<file path="config.mk">
export PLATFORM = sky130hd
export DESIGN_NAME = radial_gradient_pixel_generator
export DESIGN_NICKNAME = d
export VERILOG_FILES = /design/src/sv/rgpg_pkg.sv /design/src/sv/rgpg_front.sv /design/src/sv/rgpg_sqrt_cell.sv /design/src/sv/rgpg_div_cell.sv /design/src/sv/radial_gradient_pixel_generator.sv
export SDC_FILE = /design/constraint.sdc
export NUM_CORES = 2
export LEC_CHECK = 0
export BUFFER_PORTS_ARGS = -buffer_cell sky130_fd_sc_hd__buf_2
export CAP_MARGIN = 0
export CORE_ASPECT_RATIO = 0.75
export CORE_MARGIN = 2
export CORE_UTILIZATION = 65
export CTS_CLUSTER_DIAMETER = 100
export DETAILED_ROUTE_END_ITERATION = 10
export GPL_TIMING_DRIVEN = 0
export PLACE_DENSITY = 0.81
export SYNTH_ARGS = -nofsm -noshare
export SYNTH_HDL_FRONTEND = slang
export SYNTH_SLANG_ARGS = --single-unit
</file>
<file path="constraint.sdc">
create_clock -name clk -period 9.6 [get_ports clk]
set_clock_uncertainty 0.05 [all_clocks]
set_input_delay 1.92 -clock clk [delete_from_list [all_inputs] [get_ports clk]]
set_output_delay 1.92 -clock clk [all_outputs]
set_load 0.01 [all_outputs]
</file>
<file path="src/sv/rgpg_pkg.sv">
// Shared types and constants for the radial gradient pixel generator.
// No dependencies; every other file in the block imports this package.
package rgpg_pkg;

  // Largest image side and radius. Register writes above it saturate.
  localparam int MAX_SIDE = 4096;

  localparam int SIDE_W  = 13;  // image_width, image_height, fade_radius
  localparam int COORD_W = 12;  // pixel_col, pixel_row
  localparam int LEVEL_W = 8;   // grey levels

  // Squared doubled distance, valid range below 4*radius^2 <= 2^26.
  localparam int D2_W    = 26;
  localparam int FRAC_W  = 8;                  // fractional bits of the root
  localparam int RAD_W   = D2_W + 2 * FRAC_W;  // radicand d2 * 65536
  localparam int ROOT_W  = RAD_W / 2;          // one root bit per cell
  localparam int REM_W   = ROOT_W + 2;         // root remainder, <= 2*root
  localparam int N_SQRT  = ROOT_W;

  // Divisor is 512 * radius; the divider works against it scaled by 128.
  localparam int DEN_W   = SIDE_W + 16;
  localparam int DREM_W  = DEN_W + 1;
  localparam int PROD_W  = ROOT_W + LEVEL_W;
  localparam int N_DIV   = LEVEL_W;

  // Configuration register indexes.
  localparam int CFG_IDX_W = 3;
  localparam logic [CFG_IDX_W-1:0] REG_IMAGE_WIDTH  = 3'd0;
  localparam logic [CFG_IDX_W-1:0] REG_IMAGE_HEIGHT = 3'd1;
  localparam logic [CFG_IDX_W-1:0] REG_INNER_LEVEL  = 3'd2;
  localparam logic [CFG_IDX_W-1:0] REG_OUTER_LEVEL  = 3'd3;
  localparam logic [CFG_IDX_W-1:0] REG_FADE_RADIUS  = 3'd4;

  typedef struct packed {
    logic [SIDE_W-1:0]  image_width;
    logic [SIDE_W-1:0]  image_height;
    logic [SIDE_W-1:0]  fade_radius;
  } cfg_t;

  // Data handed from one square-root cell to the next.
  typedef struct packed {
    logic [RAD_W-1:0]  rad;
    logic [REM_W-1:0]  rem;
    logic [ROOT_W-1:0] root;
    logic              in_ramp;
  } sq_t;

  // Data handed from one divider cell to the next.
  typedef struct packed {
    logic [DREM_W-1:0]  rem;
    logic [LEVEL_W-1:0] quo;
    logic               in_ramp;
  } dv_t;

endpackage

</file>
<file path="src/sv/rgpg_front.sv">
// Front end: doubled offsets from the centre, their squares, and the radius test.
// Depends on rgpg_pkg. Three registered stages with a per-stage ready chain.
module rgpg_front (
  input  logic                        clk,
  input  logic                        rst_n,
  input  rgpg_pkg::cfg_t              cfg,
  input  logic                        up_valid,
  output logic                        up_ready,
  input  logic [rgpg_pkg::COORD_W-1:0] pixel_col,
  input  logic [rgpg_pkg::COORD_W-1:0] pixel_row,
  output logic                        dn_valid,
  input  logic                        dn_ready,
  output rgpg_pkg::sq_t               dn_data
);
  import rgpg_pkg::*;

  localparam int DX_W = SIDE_W + 2;

  logic [2:0]            v_r;
  logic [2:0]            rdy;
  logic [DX_W-1:0]       dx, dy;
  logic [SIDE_W-1:0]     adx_r, ady_r;
  logic [2*SIDE_W-1:0]   sqx_r, sqy_r;
  logic [2*SIDE_W:0]     d2_sum;
  logic [SIDE_W:0]       two_r;
  logic [2*SIDE_W:0]     lim_r;
  logic [D2_W-1:0]       d2_r;
  logic                  inside_r;

  assign rdy[2]   = !v_r[2] || dn_ready;
  assign rdy[1]   = !v_r[1] || rdy[2];
  assign rdy[0]   = !v_r[0] || rdy[1];
  assign up_ready = rdy[0];

  assign dx = {2'b00, pixel_col, 1'b0} - {2'b00, cfg.image_width} + DX_W'(1);
  assign dy = {2'b00, pixel_row, 1'b0} - {2'b00, cfg.image_height} + DX_W'(1);

  // Limit (2r)^2 follows the radius register; it settles long before use.
  assign two_r  = {cfg.fade_radius, 1'b0};
  assign d2_sum = {1'b0, sqx_r} + {1'b0, sqy_r};

  always_ff @(posedge clk) begin
    lim_r <= (2*SIDE_W+1)'(two_r * two_r);
  end

  always_ff @(posedge clk) begin
    if (!rst_n) begin
      v_r <= '0;
    end else begin
      if (rdy[0]) v_r[0] <= up_valid;
      if (rdy[1]) v_r[1] <= v_r[0];
      if (rdy[2]) v_r[2] <= v_r[1];
    end
  end

  always_ff @(posedge clk) begin
    if (rdy[0] && up_valid) begin
      adx_r <= dx[DX_W-1] ? SIDE_W'(-dx) : dx[SIDE_W-1:0];
      ady_r <= dy[DX_W-1] ? SIDE_W'(-dy) : dy[SIDE_W-1:0];
    end
    if (rdy[1] && v_r[0]) begin
      sqx_r <= adx_r * adx_r;
      sqy_r <= ady_r * ady_r;
    end
    if (rdy[2] && v_r[1]) begin
      d2_r     <= d2_sum[D2_W-1:0];
      inside_r <= (cfg.fade_radius != '0) && (d2_sum < lim_r);
    end
  end

  assign dn_valid        = v_r[2];
  assign dn_data.rad     = {d2_r, {(2*FRAC_W){1'b0}}};
  assign dn_data.rem     = '0;
  assign dn_data.root    = '0;
  assign dn_data.in_ramp = inside_r;

endmodule

</file>
<file path="src/sv/rgpg_sqrt_cell.sv">
// One cell of the square-root chain: settles one root bit per cell.
// Depends on rgpg_pkg.
module rgpg_sqrt_cell (
  input  logic          clk,
  input  logic          rst_n,
  input  logic          up_valid,
  output logic          up_ready,
  input  rgpg_pkg::sq_t up_data,
  output logic          dn_valid,
  input  logic          dn_ready,
  output rgpg_pkg::sq_t dn_data
);
  import rgpg_pkg::*;

  logic             valid_r;
  sq_t              data_r, data_nxt;
  logic [REM_W+1:0] acc, sub;
  logic             fits;

  assign up_ready = !valid_r || dn_ready;

  // Bring down the next pair of radicand bits and try the root with a one appended.
  always_comb begin
    acc  = {up_data.rem, up_data.rad[RAD_W-1 -: 2]};
    sub  = {2'b00, up_data.root, 2'b01};
    fits = acc >= sub;
    data_nxt.rad     = {up_data.rad[RAD_W-3:0], 2'b00};
    data_nxt.in_ramp = up_data.in_ramp;
    if (fits) begin
      data_nxt.rem  = REM_W'(acc - sub);
      data_nxt.root = {up_data.root[ROOT_W-2:0], 1'b1};
    end else begin
      data_nxt.rem  = acc[REM_W-1:0];
      data_nxt.root = {up_data.root[ROOT_W-2:0], 1'b0};
    end
  end

  always_ff @(posedge clk) begin
    if (!rst_n) begin
      valid_r <= 1'b0;
    end else if (up_ready) begin
      valid_r <= up_valid;
    end
  end

  always_ff @(posedge clk) begin
    if (up_ready && up_valid) begin
      data_r <= data_nxt;
    end
  end

  assign dn_valid = valid_r;
  assign dn_data  = data_r;

  a_rem_bound: assert property (@(posedge clk) disable iff (!rst_n)
    valid_r |-> (data_r.rem <= {1'b0, data_r.root, 1'b0}))
    else $error("square-root remainder exceeds twice the partial root");

  a_hold: assert property (@(posedge clk) disable iff (!rst_n)
    (valid_r && !dn_ready) |=> (valid_r && $stable(data_r)))
    else $error("stalled square-root cell lost or changed its data");

endmodule

</file>
<file path="src/sv/rgpg_div_cell.sv">
// One cell of the restoring divider chain: settles one quotient bit per cell.
// Depends on rgpg_pkg.
module rgpg_div_cell (
  input  logic                      clk,
  input  logic                      rst_n,
  input  logic [rgpg_pkg::DEN_W-1:0] den,
  input  logic                      up_valid,
  output logic                      up_ready,
  input  rgpg_pkg::dv_t             up_data,
  output logic                      dn_valid,
  input  logic                      dn_ready,
  output rgpg_pkg::dv_t             dn_data
);
  import rgpg_pkg::*;

  logic              valid_r;
  dv_t               data_r, data_nxt;
  logic [DREM_W-1:0] diff;
  logic              fits;

  assign up_ready = !valid_r || dn_ready;

  // The divisor stays fixed and the remainder doubles after each trial.
  always_comb begin
    fits = up_data.rem >= {1'b0, den};
    diff = up_data.rem - {1'b0, den};
    data_nxt.in_ramp = up_data.in_ramp;
    if (fits) begin
      data_nxt.rem = {diff[DREM_W-2:0], 1'b0};
      data_nxt.quo = {up_data.quo[LEVEL_W-2:0], 1'b1};
    end else begin
      data_nxt.rem = {up_data.rem[DREM_W-2:0], 1'b0};
      data_nxt.quo = {up_data.quo[LEVEL_W-2:0], 1'b0};
    end
  end

  always_ff @(posedge clk) begin
    if (!rst_n) begin
      valid_r <= 1'b0;
    end else if (up_ready) begin
      valid_r <= up_valid;
    end
  end

  always_ff @(posedge clk) begin
    if (up_ready && up_valid) begin
      data_r <= data_nxt;
    end
  end

  assign dn_valid = valid_r;
  assign dn_data  = data_r;

  a_hold: assert property (@(posedge clk) disable iff (!rst_n)
    (valid_r && !dn_ready) |=> (valid_r && $stable(data_r)))
    else $error("stalled divider cell lost or changed its data");

endmodule

</file>
<file path="src/sv/radial_gradient_pixel_generator.sv">
// Top level of the radial gradient pixel generator: registers, cell chains, output.
// Depends on rgpg_pkg, rgpg_front, rgpg_sqrt_cell and rgpg_div_cell.
//
//   Channel   Direction   Handshake              Payload
//   in_       slave       in_tvalid/in_tready    tdata: pixel_col, pixel_row
//   out_      master      out_tvalid/out_tready  tdata: grey_level; tuser: inside_ramp
//   cfg_      write only  cfg_we                 cfg_index, cfg_wdata
//
// One transaction is accepted per clock while the output is not stalled, and each
// one passes 34 registered stages: three front stages, 21 square-root cells (one
// root bit each), one multiply stage, eight divider cells (one quotient bit each),
// and one output stage.
// The depth is set by the square-root chain, which needs a cell for every root bit.
// Reset is synchronous and active low; it empties every stage and restores the
// register defaults. Every stage has its own ready, so a stalled output only
// holds stages that are full, and empty stages further up keep taking transactions.
module radial_gradient_pixel_generator (
  input  logic                           clk,
  input  logic                           rst_n,
  // Input transactions. tdata[11:0] pixel_col, tdata[23:12] pixel_row.
  input  logic                           in_tvalid,
  output logic                           in_tready,
  input  logic [23:0]                    in_tdata,
  // Result transactions. tdata[7:0] grey_level.
  output logic                           out_tvalid,
  input  logic                           out_tready,
  output logic [7:0]                     out_tdata,
  // tuser[0] inside_ramp.
  output logic                           out_tuser,
  // Configuration writes.
  input  logic                           cfg_we,
  input  logic [rgpg_pkg::CFG_IDX_W-1:0] cfg_index,
  input  logic [rgpg_pkg::SIDE_W-1:0]    cfg_wdata
);
  import rgpg_pkg::*;

  // Configuration registers.
  logic [SIDE_W-1:0]  image_width_r, image_height_r, fade_radius_r;
  logic [LEVEL_W-1:0] inner_level_r, outer_level_r;
  logic [SIDE_W-1:0]  side_sat;
  cfg_t               cfg;

  // Sides and the radius saturate at the largest supported side.
  assign side_sat = (cfg_wdata > SIDE_W'(MAX_SIDE)) ? SIDE_W'(MAX_SIDE) : cfg_wdata;

  always_ff @(posedge clk) begin
    if (!rst_n) begin
      image_width_r  <= SIDE_W'(256);
      image_height_r <= SIDE_W'(256);
      inner_level_r  <= LEVEL_W'(255);
      outer_level_r  <= '0;
      fade_radius_r  <= SIDE_W'(128);
    end else if (cfg_we) begin
      unique case (cfg_index)
        REG_IMAGE_WIDTH:  image_width_r  <= side_sat;
        REG_IMAGE_HEIGHT: image_height_r <= side_sat;
        REG_INNER_LEVEL:  inner_level_r  <= cfg_wdata[LEVEL_W-1:0];
        REG_OUTER_LEVEL:  outer_level_r  <= cfg_wdata[LEVEL_W-1:0];
        REG_FADE_RADIUS:  fade_radius_r  <= side_sat;
        default: ;  // writes past the last register are dropped
      endcase
    end
  end

  assign cfg.image_width  = image_width_r;
  assign cfg.image_height = image_height_r;
  assign cfg.fade_radius  = fade_radius_r;

  // Front end: squared doubled distance and the inside-radius flag.
  logic sv_valid [N_SQRT+1];
  logic sv_ready [N_SQRT+1];
  sq_t  sv_data  [N_SQRT+1];

  rgpg_front u_front (
    .clk       (clk),
    .rst_n     (rst_n),
    .cfg       (cfg),
    .up_valid  (in_tvalid),
    .up_ready  (in_tready),
    .pixel_col (in_tdata[COORD_W-1:0]),
    .pixel_row (in_tdata[2*COORD_W-1:COORD_W]),
    .dn_valid  (sv_valid[0]),
    .dn_ready  (sv_ready[0]),
    .dn_data   (sv_data[0])
  );

  // Square-root chain: the root of d2 * 65536, i.e. the doubled distance with eight
  // fractional bits, rounded down.
  for (genvar i = 0; i < N_SQRT; i++) begin : g_sqrt
    rgpg_sqrt_cell u_cell (
      .clk      (clk),
      .rst_n    (rst_n),
      .up_valid (sv_valid[i]),
      .up_ready (sv_ready[i]),
      .up_data  (sv_data[i]),
      .dn_valid (sv_valid[i+1]),
      .dn_ready (sv_ready[i+1]),
      .dn_data  (sv_data[i+1])
    );
  end

  // Multiply stage: root times the level span.
  logic                mv_r;
  logic                mul_ready;
  logic [PROD_W-1:0]   prod_r;
  logic                minside_r;
  logic [LEVEL_W-1:0]  span;
  logic                rising;

  assign rising = outer_level_r >= inner_level_r;
  assign span   = rising ? (outer_level_r - inner_level_r) : (inner_level_r - outer_level_r);

  logic dvv   [N_DIV+1];
  logic dvr   [N_DIV+1];
  dv_t  dvd   [N_DIV+1];

  assign mul_ready        = !mv_r || dvr[0];
  assign sv_ready[N_SQRT] = mul_ready;

  always_ff @(posedge clk) begin
    if (!rst_n) begin
      mv_r <= 1'b0;
    end else if (mul_ready) begin
      mv_r <= sv_valid[N_SQRT];
    end
  end

  always_ff @(posedge clk) begin
    if (mul_ready && sv_valid[N_SQRT]) begin
      prod_r    <= sv_data[N_SQRT].root * span;
      minside_r <= sv_data[N_SQRT].in_ramp;
    end
  end

  assign dvv[0]         = mv_r;
  assign dvd[0].rem     = {1'b0, prod_r};
  assign dvd[0].quo     = '0;
  assign dvd[0].in_ramp = minside_r;

  // Divider chain against 512 * radius. The product stays below 256 times the
  // divisor inside the radius, so eight quotient bits are enough.
  logic [DEN_W-1:0] den;
  assign den = {fade_radius_r, 16'b0};

  for (genvar j = 0; j < N_DIV; j++) begin : g_div
    rgpg_div_cell u_cell (
      .clk      (clk),
      .rst_n    (rst_n),
      .den      (den),
      .up_valid (dvv[j]),
      .up_ready (dvr[j]),
      .up_data  (dvd[j]),
      .dn_valid (dvv[j+1]),
      .dn_ready (dvr[j+1]),
      .dn_data  (dvd[j+1])
    );
  end

  // Output register: the level moves from the inner level toward the outer one,
  // and pixels at or beyond the radius take the outer level.
  logic               ov_r;
  logic               out_ready;
  logic [LEVEL_W-1:0] level_r, level_nxt;
  logic               oinside_r;

  assign out_ready  = !ov_r || out_tready;
  assign dvr[N_DIV] = out_ready;

  always_comb begin
    if (!dvd[N_DIV].in_ramp) begin
      level_nxt = outer_level_r;
    end else if (rising) begin
      level_nxt = inner_level_r + dvd[N_DIV].quo;
    end else begin
      level_nxt = inner_level_r - dvd[N_DIV].quo;
    end
  end

  always_ff @(posedge clk) begin
    if (!rst_n) begin
      ov_r <= 1'b0;
    end else if (out_ready) begin
      ov_r <= dvv[N_DIV];
    end
  end

  always_ff @(posedge clk) begin
    if (out_ready && dvv[N_DIV]) begin
      level_r   <= level_nxt;
      oinside_r <= dvd[N_DIV].in_ramp;
    end
  end

  assign out_tvalid = ov_r;
  assign out_tdata  = level_r;
  assign out_tuser  = oinside_r;

  a_mul_hold: assert property (@(posedge clk) disable iff (!rst_n)
    (mv_r && !dvr[0]) |=> (mv_r && $stable(prod_r)))
    else $error("stalled multiply stage lost or changed its product");

endmodule

</file>
==> results.py <==
metrics = {
    "run": {
        "cap_viol_max_count": 0,
    },
    "clocking": {
        "cts_buffer_depth": 3,
        "cts_tree": "done",
        "clock-sinks": 1312,
        "cts_buffers": 132,
        "h-tree-depth": 4,
        "cts_setup_buffers": 0,
        "cts_hold_buf": 0,
        "root_buffer": "clkbuf_16",
        "clk_latency_ns": 0.78,
        "cts-resized-gates": 0,
        "path_clk_slew_ns": 0.06,
    },
    "critical_path": {
        "critPathKind": "reg -> reg",
        "required_ns": 10.05,
        "critPathArrivalTime_ns": 9.14,
        "critPathMostFrequentCell": "fa_1",
        "crit_path_top_delay_cell": "fa_1",
        "critical_path.max_fanout": 10,
        "cpPeakStageDelay_ns": 0.57,
        "critPathTopFamily": "adder cells",
        "critPathLaunchType": "flop",
        "critical_path_buf_inv_count": 5,
        "end_kind": "flop",
    },
    "power_and_ir_drop": {
        "ir_drop_v": 0.000536,
        "power_density_mw_per_mm2": 255,
        "power_mw": 23.2,
        "p_leak_nw": 37.3,
    },
    "placed_design": {
        "gp_congestion": 0.939,
        "port_buffers": 54,
        "pre_cts_ws_ns": 1.11,
        "dpl.hpwl_um": 134000,
    },
    "yosys": {
        "synth_area_leader_cell": "edfxtp_1",
        "synth-seq-cells": 1312,
        "ys_seq_area_share_pct": 45.6,
        "ys.flop_type": "edfxtp_1",
        "synthArstFlopShare_pct": 0,
        "synth_warnings": 0,
        "synth_area_mm2": 0.0838,
        "netlist-cell-type-count": 98,
        "synthCells": 7439,
        "syn_area_per_cell_um2": 11.3,
        "yosysTopAreaCellShare_pct": 42.9,
        "synth-edff-count": 1199,
        "synth_area_leaders": "edfxtp_1, ha_1, fa_1",
        "syn_nets": 8600,
    },
    "floorplan": {
        "io_pins": 56,
        "num_rows": 114,
        "die_x_um": 419,
        "die_h_um": 315,
        "start_util_pct": 65.3,
        "core-area_mm2": 0.128,
        "die_area_mm2": 0.132,
    },
    "timing": {
        "setup_slack_ns": 0.908,
        "tightest_slew_ns": 1.46,
        "final.setup.tns_ns": 0,
        "finalSetupViolCount": 0,
        "period_needed_ns": 8.69,
        "fmax_ghz": 0.115,
        "slew_headroom_pct": 2.46,
        "finalHoldViolCount": 0,
        "slew_viol_final": 0,
        "whs_ns": 0.347,
        "rsz0062_at_grt": "no",
        "fin_crit_sh_pct": 90.5,
    },
    "outcome": {
        "status": "finished clean",
    },
    "route": {
        "dr.pass1.iters": 8,
        "drt_iter0_markers": 4115,
        "via_per_inst": 5.89,
        "drtAntennaViolNets": 0,
        "wl_per_cell_um": 18.9,
        "drc": 0,
        "wl_um": 179000,
        "num_vias": 55562,
    },
    "finish": {
        "antenna_cells": 0,
        "drive_gt1_share_pct": 6.45,
        "syn2layout_area_growth_pct": 8.83,
        "fill_cells": 8667,
        "nets": 8810,
    },
    "global_route": {
        "grt_antenna_before_repair": 4,
        "grt_use_total_pct": 27.8,
        "grt_pass1_vias": 57805,
        "grt_pass1_wl_um": 294000,
        "grt-ovfl-total": 0,
        "grt_max_degree": 43,
    },
    "worst_hold_path": {
        "hp-class": "reg -> reg",
    },
}
==> registers in the layout, summed over array words and instances, names as in the netlist <==
signal                  flops
g_div.u_cell.dn_data      226
u_front.lim_r              24
out_tuser                   1
out_tvalid                  1
prod_r                     29
image_height_r             13
u_front.d2_r               26
u_front.v_r                 3
inner_level_r               8
fade_radius_r              13
u_front.inside_r            1
g_sqrt.u_cell.dn_data     831
outer_level_r               8
u_front.ady_r              13
g_sqrt.u_cell.dn_valid     21
mv_r                        1
out_tdata                   8
g_div.u_cell.dn_valid       8
u_front.sqy_r              25
u_front.sqx_r              25
minside_r                   1
u_front.adx_r              13
image_width_r              13
==> final cells by class <==
cell class | instances | area (um^2) | share of cell area [%]
buffer | 131 | 508 | 0.557
clock buffer | 165 | 3570 | 3.92
clock inverter | 77 | 793 | 0.869
inverter | 890 | 3340 | 3.66
multi-input combinational | 5106 | 42000 | 46.0
sequential | 1312 | 38300 | 41.9
tap | 1682 | 2100 | 2.31
timing repair buffer | 76 | 696 | 0.762
==> cells by family after synthesis <==
kind of cell | count (synthesis) | synth area share [%]
AND/OR/NAND/NOR | 2049 | 12.1
XOR/XNOR | 554 | 5.80
flip-flops | 1312 | 45.6
other | 1 | 0.00447
buffers and inverters | 1021 | 4.59
multiplexers | 132 | 1.73
AO/OA/AOI/OAI | 1254 | 9.64
adder cells (fa/ha/maj) | 1116 | 20.5
==> cell usage in the layout, fill, tap and decap left out, types with 28 or more instances in the layout <==
| cell type | instances |
|---|---|
| clkbuf_1 | 136 |
| a21oi_1 | 308 |
| xnor2_1 | 316 |
| o21a_1 | 119 |
| mux2i_1 | 30 |
| nand3_1 | 86 |
| and2_1 | 212 |
| fa_1 | 424 |
| nor4_1 | 57 |
| ha_1 | 692 |
| clkbuf_16 | 136 |
| nand2_1 | 600 |
| o21ai_0 | 300 |
| nor2_1 | 434 |
| inv_1 | 879 |
| o21bai_1 | 36 |
| nor3_1 | 154 |
| a21o_1 | 155 |
| and3_1 | 35 |
| nor2b_1 | 129 |
| dfxtp_1 | 113 |
| o31ai_1 | 34 |
| nand4_1 | 43 |
| xor2_1 | 237 |
| or2_2 | 28 |
| a21boi_0 | 67 |
| buf_2 | 67 |
| edfxtp_1 | 1199 |
| mux2_2 | 102 |
| nand2b_1 | 110 |
| or3_1 | 46 |
==> per-stage QoR <==
stage / instance area [um^2] / utilization (%) / instances
6_report: 91200 / 71.1 / 9439
5_1_grt: 91200 / 71.1 / 9439
4_1_cts: 91200 / 71.1 / 9439
3_5_place_dp: 86900 / 67.7 / 9197
3_3_place_gp: 86200 / 67.2 / 9175
2_1_floorplan: 83800 / - / 7439
==> cell usage after synthesis, types with 34 or more instances <==
cell type / number
a21boi_0: 76
a21o_1: 155
a21oi_1: 310
and2_1: 216
and3_1: 35
clkbuf_1: 113
dfxtp_1: 113
edfxtp_1: 1199
fa_1: 424
ha_1: 692
inv_1: 879
mux2_2: 102
nand2_1: 600
nand2b_1: 110
nand3_1: 86
nand4_1: 43
nor2_1: 435
nor2b_1: 145
nor3_1: 154
nor4_1: 57
o21a_1: 119
o21ai_0: 300
o21bai_1: 36
o31ai_1: 34
or3_1: 46
xnor2_1: 316
xor2_1: 237
==> worst paths after layout <==
kind / start / endpoint / slack, ns / cells past startpoint
max: inner_level_r[1]$_SDFFE_PN1P_ / prod_r[25]$_DFFE_PP_ / 0.91 / 29
min: g_sqrt[12].u_cell.dn_data[0]$_DFFE_PP_ / g_sqrt[13].u_cell.dn_data[0]$_DFFE_PP_ / 0.35 / 0
max reg2reg: inner_level_r[1]$_SDFFE_PN1P_ / prod_r[25]$_DFFE_PP_ / 0.91 / 29
min reg2reg: g_sqrt[12].u_cell.dn_data[0]$_DFFE_PP_ / g_sqrt[13].u_cell.dn_data[0]$_DFFE_PP_ / 0.35 / 0
==> routing by layer <==
layer | GRT usage, % | wire length, um | part of all wire, % | vias to the layer above
met5 | 0 | 17 | 0.0095 | -
met4 | 9.94 | 6250 | 3.5 | 2
met3 | 4.83 | 11500 | 6.4 | 420
met2 | 46.3 | 84700 | 47 | 1749
met1 | 36.9 | 76100 | 43 | 27079
li1 | - | - | - | 26312
==> power by group <==
| part | internal (mW) | switching, mW |
|---|---|---|
| registers | 6.98 | 0.0846 |
| clock network | 2.93 | 2.26 |
| logic | 4.74 | 6.24 |
| total | 14.6 | 8.59 |
Note: power is estimated with default switching activity, not from simulation.
